--- src/rtl/brtc_pkg.sv ---
package brtc_pkg;

    localparam int QUEUE_DEPTH = 2;

    // Clock register numbers
    localparam logic [3:0] REG_SECONDS = 4'd1;
    localparam logic [3:0] REG_MINUTES = 4'd2;
    localparam logic [3:0] REG_HOURS   = 4'd3;
    localparam logic [3:0] REG_DATE    = 4'd5;
    localparam logic [3:0] REG_MONTH   = 4'd6;
    localparam logic [3:0] REG_YEAR    = 4'd7;
    localparam logic [3:0] REG_CONTROL = 4'd8;

    // Calendar snapshot taken at the control byte
    typedef struct packed {
        logic [5:0] sec;
        logic [5:0] min;
        logic [4:0] hour;
        logic [5:0] date;
        logic [3:0] month;
        logic [6:0] year;
        logic       stop;
    } t_snap;

    // Days before the first of the month, non-leap year; mi is month - 1
    function automatic logic [8:0] month_start(input logic [3:0] mi);
        logic [8:0] r;
        case (mi)
            4'd0:    r = 9'd0;
            4'd1:    r = 9'd31;
            4'd2:    r = 9'd59;
            4'd3:    r = 9'd90;
            4'd4:    r = 9'd120;
            4'd5:    r = 9'd151;
            4'd6:    r = 9'd181;
            4'd7:    r = 9'd212;
            4'd8:    r = 9'd243;
            4'd9:    r = 9'd273;
            4'd10:   r = 9'd304;
            4'd11:   r = 9'd334;
            default: r = 9'd0;
        endcase
        return r;
    endfunction

    // Month length; mi is month - 1
    function automatic logic [4:0] month_len(input logic [3:0] mi, input logic leap);
        logic [4:0] r;
        case (mi)
            4'd1:                   r = leap ? 5'd29 : 5'd28;
            4'd3, 4'd5, 4'd8, 4'd10: r = 5'd30;
            default:                r = 5'd31;
        endcase
        return r;
    endfunction

endpackage

--- src/rtl/bcd_rtc_to_epoch_seconds.sv ---
// Channel    Direction  Handshake          Payload
// request    in         i_push / o_full    i_register_number, i_register_data
// result     out        o_empty / i_pop    calendar fields, weekday, seconds, slot, stop flag
//
// One request is taken every cycle while o_full is low; no request ever waits on another.
// A control request (register 8) passes, when the result side is drained, into the queue,
// then from queue to day-count stage, then day-count stage to result register.
// Reset is synchronous, active low, and returns the held calendar to 2000-01-01 00:00:00.
// o_full rises only when Q_DEPTH + 2 control snapshots wait because i_pop is held low.
module bcd_rtc_to_epoch_seconds #(
    parameter int Q_DEPTH = brtc_pkg::QUEUE_DEPTH
) (
    input  logic        i_clk,
    input  logic        i_rst_n,
    input  logic        i_push,
    output logic        o_full,
    input  logic [3:0]  i_register_number,
    input  logic [7:0]  i_register_data,
    output logic        o_empty,
    input  logic        i_pop,
    output logic [5:0]  o_seconds,
    output logic [5:0]  o_minutes,
    output logic [4:0]  o_hours,
    output logic [4:0]  o_date_of_month,
    output logic [3:0]  o_month_number,
    output logic [6:0]  o_year_in_century,
    output logic [2:0]  o_weekday,
    output logic [31:0] o_seconds_since_2000,
    output logic [6:0]  o_half_hour_slot,
    output logic        o_clock_was_stopped
);
    import brtc_pkg::*;

    logic  in_accept;
    logic  snap_push;
    t_snap front_snap;
    logic  q_valid;
    t_snap q_snap;
    logic  back_take;
    logic [7:0] slot_day;

    // Accept a request whenever the snapshot queue has room
    assign in_accept = i_push && !o_full;

    // Front: decode BCD bytes into the held calendar, snapshot at the control byte
    brtc_front u_front (
        .i_clk             (i_clk),
        .i_rst_n           (i_rst_n),
        .i_accept          (in_accept),
        .i_register_number (i_register_number),
        .i_register_data   (i_register_data),
        .o_snap_push       (snap_push),
        .o_snap            (front_snap)
    );

    // Queue: hold snapshots while the back end stalls
    brtc_queue #(
        .DEPTH (Q_DEPTH)
    ) u_queue (
        .i_clk   (i_clk),
        .i_rst_n (i_rst_n),
        .i_push  (snap_push),
        .i_snap  (front_snap),
        .i_pop   (back_take),
        .o_valid (q_valid),
        .o_snap  (q_snap),
        .o_full  (o_full)
    );

    // Back: count days, seconds, weekday and slot, then register the result
    brtc_back u_back (
        .i_clk                (i_clk),
        .i_rst_n              (i_rst_n),
        .i_valid              (q_valid),
        .i_snap               (q_snap),
        .o_take               (back_take),
        .i_pop                (i_pop),
        .o_empty              (o_empty),
        .o_seconds            (o_seconds),
        .o_minutes            (o_minutes),
        .o_hours              (o_hours),
        .o_date_of_month      (o_date_of_month),
        .o_month_number       (o_month_number),
        .o_year_in_century    (o_year_in_century),
        .o_weekday            (o_weekday),
        .o_seconds_since_2000 (o_seconds_since_2000),
        .o_half_hour_slot     (o_half_hour_slot),
        .o_clock_was_stopped  (o_clock_was_stopped)
    );

    // Slot within the day, for cross-checking the slot against the time fields
    assign slot_day = {2'b00, o_hours, 1'b0} + 8'(o_minutes >= 6'd30);

    a_slot_matches_time: assert property (@(posedge i_clk) disable iff (!i_rst_n)
        !o_empty |-> ((8'(o_half_hour_slot) == slot_day)
                   || (8'(o_half_hour_slot) == slot_day + 8'd48)))
        else $error("half-hour slot disagrees with hours and minutes");

    a_result_in_range: assert property (@(posedge i_clk) disable iff (!i_rst_n)
        !o_empty |-> (o_month_number != 4'd0 && o_month_number <= 4'd12
                   && o_year_in_century <= 7'd99
                   && o_weekday <= 3'd6 && o_hours <= 5'd23))
        else $error("result field out of calendar range");

    a_full_after_control: assert property (@(posedge i_clk) disable iff (!i_rst_n)
        $rose(o_full) |-> $past(in_accept && i_register_number == REG_CONTROL))
        else $error("queue filled without a control request");

endmodule

--- src/rtl/brtc_front.sv ---
module brtc_front (
    input  logic            i_clk,
    input  logic            i_rst_n,
    input  logic            i_accept,
    input  logic [3:0]      i_register_number,
    input  logic [7:0]      i_register_data,
    output logic            o_snap_push,
    output brtc_pkg::t_snap o_snap
);
    import brtc_pkg::*;

    logic [5:0] r_sec, n_sec;
    logic [5:0] r_min, n_min;
    logic [4:0] r_hour, n_hour;
    logic [5:0] r_date, n_date;
    logic [3:0] r_month, n_month;
    logic [6:0] r_year, n_year;
    logic       r_stop, n_stop;

    logic [6:0] sec_v;
    logic [5:0] hour_v;
    logic [4:0] month_v;
    logic [7:0] year_v;
    logic [6:0] year_c;
    logic [4:0] len;

    always_comb begin
        sec_v   = 7'(i_register_data[6:4]) * 7'd10 + 7'(i_register_data[3:0]);
        hour_v  = 6'(i_register_data[5:4]) * 6'd10 + 6'(i_register_data[3:0]);
        month_v = 5'(i_register_data[3:0]) + (i_register_data[4] ? 5'd10 : 5'd0);
        year_v  = 8'(i_register_data[7:4]) * 8'd10 + 8'(i_register_data[3:0]);
        year_c  = (year_v > 8'd99) ? 7'd0 : year_v[6:0];
        len     = month_len(r_month - 4'd1, year_c[1:0] == 2'b00);

        n_sec   = r_sec;
        n_min   = r_min;
        n_hour  = r_hour;
        n_date  = r_date;
        n_month = r_month;
        n_year  = r_year;
        n_stop  = r_stop;

        if (i_accept) begin
            case (i_register_number)
                REG_SECONDS: begin
                    if (i_register_data[7]) n_stop = 1'b1;
                    n_sec = (sec_v > 7'd59) ? 6'd0 : sec_v[5:0];
                end
                REG_MINUTES: begin
                    n_min = (sec_v > 7'd59) ? 6'd0 : sec_v[5:0];
                end
                REG_HOURS: begin
                    n_hour = (hour_v > 6'd23) ? 5'd0 : hour_v[4:0];
                end
                REG_DATE: begin
                    n_date = (hour_v == 6'd0) ? 6'd1 : hour_v;
                end
                REG_MONTH: begin
                    n_month = (month_v == 5'd0 || month_v > 5'd12) ? 4'd1 : month_v[3:0];
                end
                REG_YEAR: begin
                    n_year = year_c;
                    // drop a date past the end of its month
                    if (r_date > {1'b0, len}) n_date = 6'd1;
                end
                REG_CONTROL: begin
                    n_stop = 1'b0;
                end
                default: begin
                end
            endcase
        end
    end

    always_ff @(posedge i_clk) begin
        if (!i_rst_n) begin
            r_sec   <= 6'd0;
            r_min   <= 6'd0;
            r_hour  <= 5'd0;
            r_date  <= 6'd1;
            r_month <= 4'd1;
            r_year  <= 7'd0;
            r_stop  <= 1'b0;
        end else begin
            r_sec   <= n_sec;
            r_min   <= n_min;
            r_hour  <= n_hour;
            r_date  <= n_date;
            r_month <= n_month;
            r_year  <= n_year;
            r_stop  <= n_stop;
        end
    end

    assign o_snap_push = i_accept && (i_register_number == REG_CONTROL);

    always_comb begin
        o_snap.sec   = r_sec;
        o_snap.min   = r_min;
        o_snap.hour  = r_hour;
        o_snap.date  = r_date;
        o_snap.month = r_month;
        o_snap.year  = r_year;
        o_snap.stop  = r_stop;
    end

endmodule

--- src/rtl/brtc_queue.sv ---
module brtc_queue #(
    parameter int DEPTH = brtc_pkg::QUEUE_DEPTH
) (
    input  logic            i_clk,
    input  logic            i_rst_n,
    input  logic            i_push,
    input  brtc_pkg::t_snap i_snap,
    input  logic            i_pop,
    output logic            o_valid,
    output brtc_pkg::t_snap o_snap,
    output logic            o_full
);
    import brtc_pkg::*;

    localparam int PW = $clog2(DEPTH);
    localparam int CW = $clog2(DEPTH + 1);

    t_snap         r_mem [DEPTH];
    logic [PW-1:0] r_wr, r_rd;
    logic [CW-1:0] r_cnt;
    logic          do_push, do_pop;

    assign o_full  = (r_cnt == CW'(DEPTH));
    assign o_valid = (r_cnt != '0);
    assign o_snap  = r_mem[r_rd];
    assign do_push = i_push && !o_full;
    assign do_pop  = i_pop && o_valid;

    always_ff @(posedge i_clk) begin
        if (do_push) r_mem[r_wr] <= i_snap;
    end

    always_ff @(posedge i_clk) begin
        if (!i_rst_n) begin
            r_wr  <= '0;
            r_rd  <= '0;
            r_cnt <= '0;
        end else begin
            if (do_push) r_wr <= (r_wr == PW'(DEPTH - 1)) ? '0 : r_wr + PW'(1);
            if (do_pop)  r_rd <= (r_rd == PW'(DEPTH - 1)) ? '0 : r_rd + PW'(1);
            if (do_push && !do_pop)      r_cnt <= r_cnt + CW'(1);
            else if (do_pop && !do_push) r_cnt <= r_cnt - CW'(1);
        end
    end

endmodule

--- src/rtl/brtc_back.sv ---
module brtc_back (
    input  logic            i_clk,
    input  logic            i_rst_n,
    input  logic            i_valid,
    input  brtc_pkg::t_snap i_snap,
    output logic            o_take,
    input  logic            i_pop,
    output logic            o_empty,
    output logic [5:0]      o_seconds,
    output logic [5:0]      o_minutes,
    output logic [4:0]      o_hours,
    output logic [4:0]      o_date_of_month,
    output logic [3:0]      o_month_number,
    output logic [6:0]      o_year_in_century,
    output logic [2:0]      o_weekday,
    output logic [31:0]     o_seconds_since_2000,
    output logic [6:0]      o_half_hour_slot,
    output logic            o_clock_was_stopped
);
    import brtc_pkg::*;

    // stage A: day count and time of day
    logic        r_a_valid;
    t_snap       r_a_snap;
    logic [15:0] r_a_days;
    logic [16:0] r_a_tod;
    logic [5:0]  r_a_half;
    // stage B: result register
    logic        r_b_valid;
    t_snap       r_b_snap;
    logic [31:0] r_b_secs;
    logic [2:0]  r_b_wday;
    logic [6:0]  r_b_slot;

    logic        adv_a, adv_b;
    logic [3:0]  mi;
    logic        leap_adj;
    logic [15:0] days_a;
    logic [16:0] tod_a;
    logic [5:0]  half_a;

    logic [17:0] wx;
    logic [5:0]  f1;
    logic [3:0]  f2, f3;
    logic [2:0]  wday_b;
    logic [32:0] day_secs;

    assign adv_b  = !r_b_valid || i_pop;
    assign adv_a  = !r_a_valid || adv_b;
    assign o_take = i_valid && adv_a;

    always_comb begin
        mi       = i_snap.month - 4'd1;
        leap_adj = (mi > 4'd1) && (i_snap.year[1:0] == 2'b00);
        days_a   = 16'(i_snap.date) - 16'd1 + 16'(month_start(mi)) + 16'(leap_adj)
                 + 16'(i_snap.year) * 16'd365 + 16'((8'(i_snap.year) + 8'd3) >> 2);
        tod_a    = 17'(i_snap.sec) + 17'(i_snap.min) * 17'd60 + 17'(i_snap.hour) * 17'd3600;
        half_a   = {i_snap.hour, 1'b0} + 6'(i_snap.min >= 6'd30);
    end

    // weekday: fold octal digits, since 8 is 1 mod 7
    always_comb begin
        wx     = {1'b0, 17'(r_a_days) + 17'd6};
        f1     = 6'(wx[2:0]) + 6'(wx[5:3]) + 6'(wx[8:6]) + 6'(wx[11:9])
               + 6'(wx[14:12]) + 6'(wx[17:15]);
        f2     = 4'(f1[5:3]) + 4'(f1[2:0]);
        f3     = 4'(f2[3]) + 4'(f2[2:0]);
        wday_b = (f3 >= 4'd7) ? 3'(f3 - 4'd7) : f3[2:0];
        day_secs = 33'(r_a_days) * 33'd86400;
    end

    always_ff @(posedge i_clk) begin
        if (adv_a) begin
            r_a_snap <= i_snap;
            r_a_days <= days_a;
            r_a_tod  <= tod_a;
            r_a_half <= half_a;
        end
        if (adv_b) begin
            r_b_snap <= r_a_snap;
            r_b_secs <= day_secs[31:0] + 32'(r_a_tod);
            r_b_wday <= wday_b;
            r_b_slot <= 7'(r_a_half) + (r_a_days[0] ? 7'd48 : 7'd0);
        end
    end

    always_ff @(posedge i_clk) begin
        if (!i_rst_n) begin
            r_a_valid <= 1'b0;
            r_b_valid <= 1'b0;
        end else begin
            if (adv_a) r_a_valid <= i_valid;
            if (adv_b) r_b_valid <= r_a_valid;
        end
    end

    assign o_empty              = !r_b_valid;
    assign o_seconds            = r_b_snap.sec;
    assign o_minutes            = r_b_snap.min;
    assign o_hours              = r_b_snap.hour;
    assign o_date_of_month      = r_b_snap.date[4:0];
    assign o_month_number       = r_b_snap.month;
    assign o_year_in_century    = r_b_snap.year;
    assign o_weekday            = r_b_wday;
    assign o_seconds_since_2000 = r_b_secs;
    assign o_half_hour_slot     = r_b_slot;
    assign o_clock_was_stopped  = r_b_snap.stop;

endmodule

--- config.mk ---
export PLATFORM = sky130hd
export DESIGN_NAME = bcd_rtc_to_epoch_seconds
export DESIGN_NICKNAME = d
export VERILOG_FILES = /design/src/rtl/brtc_pkg.sv /design/src/rtl/bcd_rtc_to_epoch_seconds.sv /design/src/rtl/brtc_front.sv /design/src/rtl/brtc_queue.sv /design/src/rtl/brtc_back.sv
export SDC_FILE = /design/constraint.sdc
export NUM_CORES = 1
export LEC_CHECK = 0
export CELL_PAD_IN_SITES_DETAIL_PLACEMENT = 2
export CELL_PAD_IN_SITES_GLOBAL_PLACEMENT = 2
export CORE_UTILIZATION = 40
export CTS_CLUSTER_SIZE = 28
export DETAILED_ROUTE_END_ITERATION = 12
export DONT_BUFFER_PORTS = 1
export PLACE_DENSITY_LB_ADDON = 0.25
export SETUP_SLACK_MARGIN = 0.05
export SLEW_MARGIN = 25
export SYNTH_ARGS = -nofsm -noshare
export SYNTH_HDL_FRONTEND = slang
export SYNTH_SLANG_ARGS = --single-unit
--- constraint.sdc ---
create_clock -name i_clk -period 7.3 [get_ports i_clk]
set_input_delay 0.365 -clock i_clk [delete_from_list [all_inputs] [get_ports i_clk]]
set_output_delay 0.365 -clock i_clk [all_outputs]
set_load 0.02 [all_outputs]
==> key figures, run 1 <==
Floorplanning
  – Number of standard-cell rows in the floorplan: 76
  – Die X-Extent: 213 um
  – Floorplan die height: 213 um
  – Core Region: 0.0434 mm2
  – Starting Density: 0.409
  – Io pins: 94
  – Overall die area: 0.0452 mm2

Synthesis
  – Adder and majority cell fraction of the synthesized area: 0.275
  – Post-Synth XOR/XNOR Area: 0.0646
  – Count of state elements after synthesis: 249
  – Post-synth top area share: 0.351
  – Cell Area, Synth: 0.0177 mm2
  – Top cells by count, synth: 237 x sky130_fd_sc_hd__inv_1, 229 x sky130_fd_sc_hd__ha_1, 207 x sky130_fd_sc_hd__edfxtp_1
  – Count of distinct cell types in the synthesized netlist: 70
  – Instance count of the mapped netlist: 1556
  – Simple logic cell fraction of the synthesized area: 0.0844
  – Area fraction in compound gates after synthesis: 0.0962
  – Number of warnings issued by yosys: 0
  – Mux contribution to synthesized area: 0.0248
  – Proportion of register bits with asynchronous set or reset after synthesis: 0
  – Sequential share of the synthesized area: 0.398
  – Cell type with the highest aggregate area in the netlist: sky130_fd_sc_hd__edfxtp_1
  – Net count after synthesis: 1901
  – Cells taking the most area after synthesis: sky130_fd_sc_hd__edfxtp_1 35%, sky130_fd_sc_hd__ha_1 16%, sky130_fd_sc_hd__fa_1 11%
  – Number of flops mapped to enable cells by yosys: 207
  – Most used DFF post-synth: sky130_fd_sc_hd__edfxtp_1
  – Post-Syn Area per Cell: 11.4 um2
  – Dominant cell by count in the synthesized netlist: sky130_fd_sc_hd__inv_1
  – Largest family of logic cells by synthesized area: adder cells

STA
  – Min cycle time layout: 6700 ps
  – Worst-Margin Slew: 795 ps
  – Unrepaired setup endpoints after global routing: false
  – Worst clock skew: 35.6 ps
  – Peak Freq: 0.149 GHz
  – Tcrit/Tclk final: 0.918
  – Max-slew violations: 0
  – Worst rel slew slack: 0.463
  – Final Hold Viols: 0
  – Sum of negative setup slack: 0 ps
  – Total setup violations reported at the end of the flow: 0

Routing
  – Number of routed nets with antenna violations: 0
  – Number of vias in the routed layout: 11.5k
  – Detailed-route DRC error count: 0
  – Vias per cell: 5.25
  – DR WL/cell: 21.1 um
  – Sum of routed wire length over all layers: 46200 um
  – DR pass1 iterations: 4
  – 1st-iter DRT viols: 392

Cells and area
  – Number of antenna cells inserted: 0
  – Net count of the finished layout: 1925
  – Number of filler cells placed in the layout: 4442
  – Layout overhead on the synthesized area: 10.5%
  – Ratio of cells with drive above 1 in the final layout: 0.0630
  – Core utilization of the finished layout: 0.452
  – Post-Layout Inst Area: 0.0196 mm2

Critical path
  – Kind of cell adding the most delay to the critical path: adder cells
  – Buf/Inv on CP: 6
  – CP arrival: 7030 ps
  – Cell with the biggest individual delay on the critical path: sky130_fd_sc_hd__fa_1
  – Peak fanout along the critical path: 16
  – Startpoint class of the critical path: flop
  – Data required time at the worst endpoint: 7630 ps
  – Crit path kind: reg -> reg
  – Capturing element type of the critical path: flop
  – Crit path top cell by count: sky130_fd_sc_hd__inv_1
  – Largest stage delay on the critical path: 570 ps

GRT
  – Global-route wire length before repair: 73900 um
  – Pin count of the biggest net entering global routing: 72
  – Initial antenna violation count: 0
  – Vias in the first global route: 13.5k
  – Overflow left after global routing: 0
  – Global router's overall resource usage: 0.212

Flow run
  – Max_cap viols: 0

Clock network
  – Clock Tree Buf Depth: 3
  – Count of buffers added by post-CTS timing repair for setup: 0
  – Clock root buffer master: sky130_fd_sc_hd__clkbuf_16
  – Clock tree sinks: 249
  – Worst-Skew Late Latency: 610 ps
  – CTS tree: yes
  – H-tree depth reported by CTS: 1
  – Clock-pin transition on the worst setup and hold timing paths: 60 ps
  – Number of buffers added by the clock tree synthesis step: 30

Hold path
  – Class of the tightest hold or removal check: in -> reg

Status
  – Result of the run: finished clean

Place
  – Dpl cell area: 0.0185 mm2
  – Port buffer count: 0
  – Final weighted congestion in routability-driven placement: 0.876
  – HPWL after DPL: 36100 um
[cells by family (layout without fill, tap and decap cells)]
family | Yosys count | count (layout)
muxes | 42 | 42
buffers and inverters | 263 | 311
DFF | 249 | 249
xor gates and xnor gates | 130 | 130
adders and majority gates | 330 | 330
and+or+nand+nor | 293 | 293
AOI/OAI and AO/OA | 249 | 249
[worst paths after layout]
path,from,endpoint,slack [ps],depth (start not counted)
worst max-delay path,flop,u_back.r_a_days[15]$_DFFE_PN_,600,25
worst min-delay path,i_rst_n,u_front.r_date[0]$_SDFFE_PN1P_,40,2
worst max register to register,flop,u_back.r_a_days[15]$_DFFE_PN_,600,25
worst min register to register,u_back.r_a_snap[11]$_DFFE_PN_,u_back.o_month_number[3]$_DFFE_PP_,420,0
[sequential cells by signal, indices dropped and copies added (netlist names), 5 cells and up, named ones only]
register                     cells
u_back.o_date_of_month           5
u_front.r_hour                   5
u_back.o_seconds_since_2000     32
u_back.o_minutes                 6
u_queue.r_mem                   70
u_back.r_a_days                 16
u_back.r_a_tod                  17
u_back.o_year_in_century         7
u_front.r_sec                    6
u_front.r_min                    6
u_back.r_a_half                  6
u_back.o_half_hour_slot          7
u_front.r_date                   6
u_back.r_a_snap                 27
u_front.r_year                   7
[metal layers]
layer	GRT usage	up-vias	wire (um)
met5	0	-	0
met1	0.239	5847	18600
met4	0.0643	0	1400
li1	-	5422	-
met2	0.412	139	25100
met3	0.0264	80	1060
[through the flow]
| step | setup WS, ps | hold slack [ps] | std cells |
|---|---|---|---|
| global route | 144 | 22.7 | 2189 |
| floorplan | 93.2 | 400 | 1556 |
| CTS | 338 | 7.30 | 2189 |
| finish | 601 | 36.4 | 2189 |
| detailed placement | 393 | 411 | 2126 |
| global placement | 693 | 402 | 2125 |
[what timing repair did]
item / in CTS / in global routing
hold endpoints to repair: 42 / 0
hold buffers: 7 / 0
setup endpoints to repair: 0 / 1
resized for setup: 0 / 1
[cell type report]
class	instances	area [um2]	area share
Clock inverter	16	218	0.0111
Sequential cell	249	7060	0.360
Inverter	237	891	0.0455
Tap cell	585	732	0.0374
Timing Repair Buffer	18	186	0.00951
Multi-Input combinational cell	1044	9690	0.495
Clock buffer	40	818	0.0418
[cells in the final DEF, fill, tap and decap left out, types with 10 or more instances in the layout]
cell type                   netlist  routed
sky130_fd_sc_hd__xor2_1          31      31
sky130_fd_sc_hd__ha_1           229     229
sky130_fd_sc_hd__a31oi_1         11      11
sky130_fd_sc_hd__xnor2_1         98      98
sky130_fd_sc_hd__and2_1          23      23
sky130_fd_sc_hd__nand2_1         77      76
sky130_fd_sc_hd__a21o_1          37      37
sky130_fd_sc_hd__a21oi_1         68      68
sky130_fd_sc_hd__clkbuf_16        0      30
sky130_fd_sc_hd__mux2i_1         26      26
sky130_fd_sc_hd__o21bai_1        16      16
sky130_fd_sc_hd__o21ai_0         34      34
sky130_fd_sc_hd__nor2b_1         26      26
sky130_fd_sc_hd__fa_1           100     100
sky130_fd_sc_hd__inv_1          237     236
sky130_fd_sc_hd__edfxtp_1       207     207
sky130_fd_sc_hd__mux2_2          16      16
sky130_fd_sc_hd__a21boi_0        15      15
sky130_fd_sc_hd__dfxtp_1         42      41
sky130_fd_sc_hd__nor3_1          16      16
sky130_fd_sc_hd__o21a_1          10      10
sky130_fd_sc_hd__nor2_1          59      58
sky130_fd_sc_hd__nand3_1         36      36
Power of run 1 is left out: the tool's default activity adds up to more than one toggle a clock period on the data nets, which glitch-free logic cannot reach.
==> run 2, diff against run 1 <==
Settings changed: MAX_ROUTING_LAYER set to met4.
==> key figures, run 2 (synthesis gave the netlist of run 1 again) <==
Critical path
  – Depth of the worst register-to-register path: 25 (unchanged)
  – Cell with the biggest individual delay on the critical path: sky130_fd_sc_hd__fa_1
  – Worst R2R Setup Slack: 590 ps (about the same)
  – Peak fanout along the critical path: 16 (unchanged)
  – FF-to-FF End: u_back.r_a_days[15]$_DFFE_PN_
  – Data required time at the worst endpoint: 7630 ps (about the same)
  – Kind of cell adding the most delay to the critical path: adder cells
  – Crit path top cell by count: sky130_fd_sc_hd__inv_1
  – Endpoint of the most critical setup path: u_back.r_a_days[15]$_DFFE_PN_
  – Startpoint class of the critical path: flop
  – Capturing element type of the critical path: flop
  – Buf/Inv on CP: 6 (unchanged)
  – Depth of the critical timing path with buffers and inverters included: 25 (unchanged)
  – Largest stage delay on the critical path: 570 ps (about the same)
  – Crit path kind: reg -> reg
  – CP arrival: 7040 ps (about the same)

Routing
  – Number of routed nets with antenna violations: 0 (unchanged)
  – Sum of routed wire length over all layers: 46200 um (about the same)
  – DR pass1 iterations: 4 (unchanged)
  – Detailed-route DRC error count: 0 (unchanged)
  – Number of vias in the routed layout: 11.5k (+0.035%)
  – Vias per cell: 5.25 (about the same)
  – DR WL/cell: 21.1 um (about the same)
  – 1st-iter DRT viols: 366 (-6.6%)

Cells and area
  – Area taken by flip-flops and latches: 0.00706 mm2 (unchanged)
  – Ratio of cells with drive above 1 in the final layout: 0.0630 (unchanged)
  – Most common cell after layout, fill and taps aside: sky130_fd_sc_hd__inv_1
  – Most frequent cells in the layout: 236 x sky130_fd_sc_hd__inv_1, 229 x sky130_fd_sc_hd__ha_1, 207 x sky130_fd_sc_hd__edfxtp_1
  – Register containing the most flip-flops in the final layout: u_queue.r_mem
  – Area occupied by multi-input gates: 0.00969 mm2 (unchanged)
  – Number of filler cells placed in the layout: 4442 (unchanged)
  – Net count of the finished layout: 1925 (unchanged)
  – Layout overhead on the synthesized area: 10.5% (unchanged)
  – Number of flip-flops under the largest register name: 70 (unchanged)
  – Number of antenna cells inserted: 0 (unchanged)

STA
  – Min cycle time layout: 6710 ps (+11.6 ps)
  – Final Hold Viols: 0 (unchanged)
  – Peak Freq: 0.149 GHz (-0.17%)
  – Worst clock skew: 34.3 ps (-1.24 ps)
  – Total setup violations reported at the end of the flow: 0 (unchanged)
  – Worst rel slew slack: 0.469 (+0.00628)
  – Unrepaired setup endpoints after global routing: false
  – Sum of negative setup slack: 0 ps (unchanged)
  – Tcrit/Tclk final: 0.919 (+0.00159)
  – Worst-Margin Slew: 785 ps (-9.29 ps)
  – Max-slew violations: 0 (unchanged)
  – Worst setup margin: 590 ps (-11.6 ps)

Clock network
  – Clock Tree Buf Depth: 3 (unchanged)
  – Worst-Skew Late Latency: 610 ps (about the same)
  – Clock tree sinks: 249 (unchanged)
  – Count of buffers added by post-CTS timing repair for setup: 0 (unchanged)
  – Clock-pin transition on the worst setup and hold timing paths: 70 ps (about the same)
  – Number of buffers added by the clock tree synthesis step: 30 (unchanged)
  – CTS tree: yes
  – H-tree depth reported by CTS: 1 (unchanged)
  – Clock root buffer master: sky130_fd_sc_hd__clkbuf_16

GRT
  – Global-route wire length before repair: 74000 um (about the same)
  – Vias in the first global route: 13.4k (-0.18%)
  – Global router's overall resource usage: 0.219 (+0.00646)
  – Overflow left after global routing: 0 (unchanged)
  – Initial antenna violation count: 0 (unchanged)
  – Pin count of the biggest net entering global routing: 72 (unchanged)

Place
  – HPWL after DPL: 36100 um (unchanged)
  – Port buffer count: 0 (unchanged)
  – Worst slack, placed: 393 ps (unchanged)
  – Final weighted congestion in routability-driven placement: 0.891 (+1.6%)

Status
  – Result of the run: finished clean

Floorplanning
  – Number of standard-cell rows in the floorplan: 76 (unchanged)
  – Core Region: 0.0434 mm2 (unchanged)
  – Io pins: 94 (unchanged)
  – Overall die area: 0.0452 mm2 (unchanged)
  – Starting Density: 0.409 (unchanged)
  – Floorplan die height: 213 um (unchanged)
  – Die X-Extent: 213 um (unchanged)

Flow run
  – Max_cap viols: 0 (unchanged)

Hold path
  – Class of the tightest hold or removal check: in -> reg
==> run 2: cell counts in the layout (fill, tap and decap cells not counted) <==
No cell type changed its count.
==> run 2: what timing repair did <==
action / CTS / global route
endpoints found under the setup margin: 0 / 1
endpoints found under the hold margin: 42 / 0
gates resized for setup: 0 / 1
hold buffers: 7 / 0
==> run 2: worst min path at each step <==
stage / startpoint / end / slack, ps / cells after the start
after floorplan: u_back.r_a_snap[0]$_DFFE_PN_ / u_back.o_clock_was_stopped$_DFFE_PP_ / 400 / 0
after detailed placement: u_back.r_a_snap[16]$_DFFE_PN_ / u_back.o_date_of_month[4]$_DFFE_PP_ / 410 / 0
final: i_rst_n / u_front.r_date[0]$_SDFFE_PN1P_ / 40 / 2
after CTS: i_rst_n / u_front.r_date[0]$_SDFFE_PN1P_ / 7 / 2
after global routing: i_rst_n / u_front.r_date[0]$_SDFFE_PN1P_ / 20 / 2
after global placement: u_back.r_a_snap[6]$_DFFE_PN_ / u_back.o_year_in_century[5]$_DFFE_PP_ / 400 / 0
==> run 2: final cells by class <==
type                    instances  area share
clock inverters                16      0.0111
inverters                     237      0.0455
repair buffers                 18     0.00951
clock buffers                  40      0.0418
flip-flops and latches        249       0.360
multi-input cells            1044       0.495
well taps                     585      0.0374
==> run 2: metal layers <==
layer  GRT usage  vias up  routed length [um]
met5           -        -                   0
met4      0.0643        0                1390
met3      0.0264       85                1020
met2       0.412      132               25100
met1       0.239     5855               18700
li1            -     5420                   -
==> run 2: through the flow <==
| stage | std cells | hold slack, ps | area (um2) | utilization |
|---|---|---|---|---|
| floorplan | 1556 | 400 | 17700 | - |
| global placement | 2125 | 402 | 18400 | 0.425 |
| detailed placement | 2126 | 411 | 18500 | 0.426 |
| CTS | 2189 | 7.30 | 19600 | 0.452 |
| global route | 2189 | 21.7 | 19600 | 0.452 |
| finish | 2189 | 35.7 | 19600 | 0.452 |
Power of run 2 is left out for the same reason.
==> run 3, diff against run 2 <==
Settings changed: CORE_MARGIN set to 5, SYNTH_HIERARCHICAL set to 1.
==> key figures, run 3 <==
Routing
  – Sum of routed wire length over all layers: 46700 um (+1.0%)
  – 1st-iter DRT viols: 446 (+22%)
  – Number of vias in the routed layout: 11.9k (+3.5%)
  – Detailed-route DRC error count: 0 (unchanged)
  – Number of routed nets with antenna violations: 0 (unchanged)
  – DR pass1 iterations: 5 (+1)
  – Vias per cell: 5.30 (+1.0%)
  – DR WL/cell: 20.8 um (-1.5%)

Place
  – Port buffer count: 0 (unchanged)
  – Final weighted congestion in routability-driven placement: 0.840 (-5.7%)
  – HPWL after DPL: 36300 um (+0.63%)

Floorplanning
  – Die X-Extent: 223 um (+5.1%)
  – Floorplan die height: 223 um (+5.1%)
  – Io pins: 94 (unchanged)
  – Overall die area: 0.0499 mm2 (+10%)
  – Number of standard-cell rows in the floorplan: 78 (+2.6%)
  – Starting Density: 0.403 (-0.00618)
  – Core Region: 0.0452 mm2 (+4.2%)

STA
  – Tcrit/Tclk final: 0.947 (+0.0273)
  – Peak Freq: 0.145 GHz (-2.9%)
  – Worst rel slew slack: 0.326 (-0.143)
  – Worst-Margin Slew: 1010 ps (+226 ps)
  – Max-slew violations: 0 (unchanged)
  – Worst clock skew: 18.8 ps (-15.6 ps)
  – Min cycle time layout: 6910 ps (+200 ps)
  – Sum of negative setup slack: 0 ps (unchanged)
  – Final Hold Viols: 0 (unchanged)
  – Total setup violations reported at the end of the flow: 0 (unchanged)
  – Unrepaired setup endpoints after global routing: false

Cells and area
  – Layout overhead on the synthesized area: 10.8%
  – Most common cell after layout, fill and taps aside: sky130_fd_sc_hd__inv_1
  – Number of antenna cells inserted: 0 (unchanged)
  – Register containing the most flip-flops in the final layout: u_queue/r_mem
  – Most frequent cells in the layout: 248 x sky130_fd_sc_hd__inv_1, 225 x sky130_fd_sc_hd__ha_1, 207 x sky130_fd_sc_hd__edfxtp_1
  – Ratio of cells with drive above 1 in the final layout: 0.113 (+0.0502)
  – Net count of the finished layout: 1961 (+1.9%)
  – Number of flip-flops under the largest register name: 70 (unchanged)

Critical path
  – CP arrival: 7230 ps (+190 ps)
  – Data required time at the worst endpoint: 7620 ps (about the same)
  – Crit path kind: reg -> reg
  – Crit path top cell by count: sky130_fd_sc_hd__fa_1
  – Peak fanout along the critical path: 6 (-10)
  – Capturing element type of the critical path: flop
  – Startpoint class of the critical path: flop
  – Largest stage delay on the critical path: 560 ps (about the same)
  – Cell with the biggest individual delay on the critical path: sky130_fd_sc_hd__fa_1

Clock network
  – Clock tree sinks: 249 (unchanged)
  – CTS tree: yes
  – Clock root buffer master: sky130_fd_sc_hd__clkbuf_16
  – Clock Tree Buf Depth: 3 (unchanged)
  – H-tree depth reported by CTS: 1 (unchanged)
  – Number of buffers added by the clock tree synthesis step: 29 (-3.3%)
  – Worst-Skew Late Latency: 590 ps (-20 ps)
  – Clock-pin transition on the worst setup and hold timing paths: 60 ps (about the same)

Synthesis
  – Number of warnings issued by yosys: 6 (+6)
  – Cells taking the most area after synthesis: sky130_fd_sc_hd__edfxtp_1 34%, sky130_fd_sc_hd__ha_1 16%, sky130_fd_sc_hd__fa_1 11%
  – Sequential share of the synthesized area: 0.388 (-0.0102)
  – Instance count of the mapped netlist: 1605 (+3.1%)
  – Most used DFF post-synth: sky130_fd_sc_hd__edfxtp_1
  – Number of flops mapped to enable cells by yosys: 207 (unchanged)
  – Post-Syn Area per Cell: 11.3 um2 (-0.50%)
  – Count of state elements after synthesis: 249 (unchanged)
  – Post-synth top area share: 0.342 (-0.00899)
  – Net count after synthesis: 1945 (+2.3%)
  – Cell Area, Synth: 0.0182 mm2 (+2.6%)
  – Dominant cell by count in the synthesized netlist: sky130_fd_sc_hd__inv_1
  – Top cells by count, synth: 251 x sky130_fd_sc_hd__inv_1, 227 x sky130_fd_sc_hd__ha_1, 207 x sky130_fd_sc_hd__edfxtp_1
  – Proportion of register bits with asynchronous set or reset after synthesis: 0 (unchanged)
  – Count of distinct cell types in the synthesized netlist: 93 (+33%)
  – Cell type with the highest aggregate area in the netlist: sky130_fd_sc_hd__edfxtp_1

GRT
  – Initial antenna violation count: 2 (+2)
  – Pin count of the biggest net entering global routing: 72 (unchanged)
  – Global-route wire length before repair: 74900 um (+1.2%)
  – Overflow left after global routing: 0 (unchanged)
  – Global router's overall resource usage: 0.191 (-0.0284)
  – Vias in the first global route: 13.6k (+1.5%)

Hold path
  – Class of the tightest hold or removal check: in -> reg

Status
  – Result of the run: finished clean

Flow run
  – Max_cap viols: 0 (unchanged)
run 3: cells by family after synthesis:
logic type                 after synthesis  share of synthesized area
buffers and inverters                  293                     0.0657
muxes                                   42                     0.0256
and+or+nand+nor                        291                     0.0850
xor gates and xnor gates               134                     0.0684
DFF                                    249                      0.388
adders and majority gates              324                      0.263
AOI/OAI and AO/OA                      272                      0.105
run 3: timing repair:
item	in CTS	in global routing
pin swaps	0	12
gates resized for setup	10	25
hold endpoints to repair	42	0
endpoints found under the setup margin	3	6
hold buffers	5	0
buffers inserted	0	1
gates cloned	0	0
run 3: stage by stage:
step	std cells	area (um2)	setup WS, ps	hold WS [ps]	utilization
final	2244	20200	390	45.6	0.446
after global routing	2244	20200	37.4	35.8	0.446
after CTS	2243	20100	77.4	9.61	0.444
after detailed placement	2184	18900	-103	407	0.417
after global placement	2184	18900	217	403	0.417
after floorplan	1605	18200	69.7	400	-
run 3: worst max-delay path, delay by kind of cell, from the launching register on:
family	cells	cell delay, ps
xor+xnor	3	570
compound gates	12	2050
buf+inv	5	490
flops	1	380
fa+ha+maj	7	2690
mux	1	340
simple gates	2	130
run 3: area by class of cell:
type | count | area, um2
Inverter | 254 | 960
Sequential cell | 249 | 7060
Clock buffer | 37 | 838
Tap cell | 600 | 751
Clock inverter | 17 | 272
Fill cell | 4547 | 25000
Multi-Input combinational cell | 1063 | 10100
Timing Repair Buffer | 24 | 210
run 3: metal layers:
metal	track usage	routed length, um	up-vias
li1	-	-	5599
met1	0.210	18500	6094
met2	0.365	25900	142
met3	0.0209	1220	63
met4	0.0468	1070	0
met5	-	0	-
run 3: final timing paths:
kind	from	end	slack [ps]	depth (start not counted)
setup reg to reg	flop	u_back/r_a_days[15]$_DFFE_PN_	390	30
hold reg to reg	u_back/r_a_snap[10]$_DFFE_PN_	u_back/o_month_number[2]$_DFFE_PP_	420	0
setup / recovery	flop	u_back/r_a_days[15]$_DFFE_PN_	390	30
hold / removal	i_rst_n	u_front/r_year[3]$_SDFFE_PN0P_	50	2
Power of run 3 is left out for the same reason.
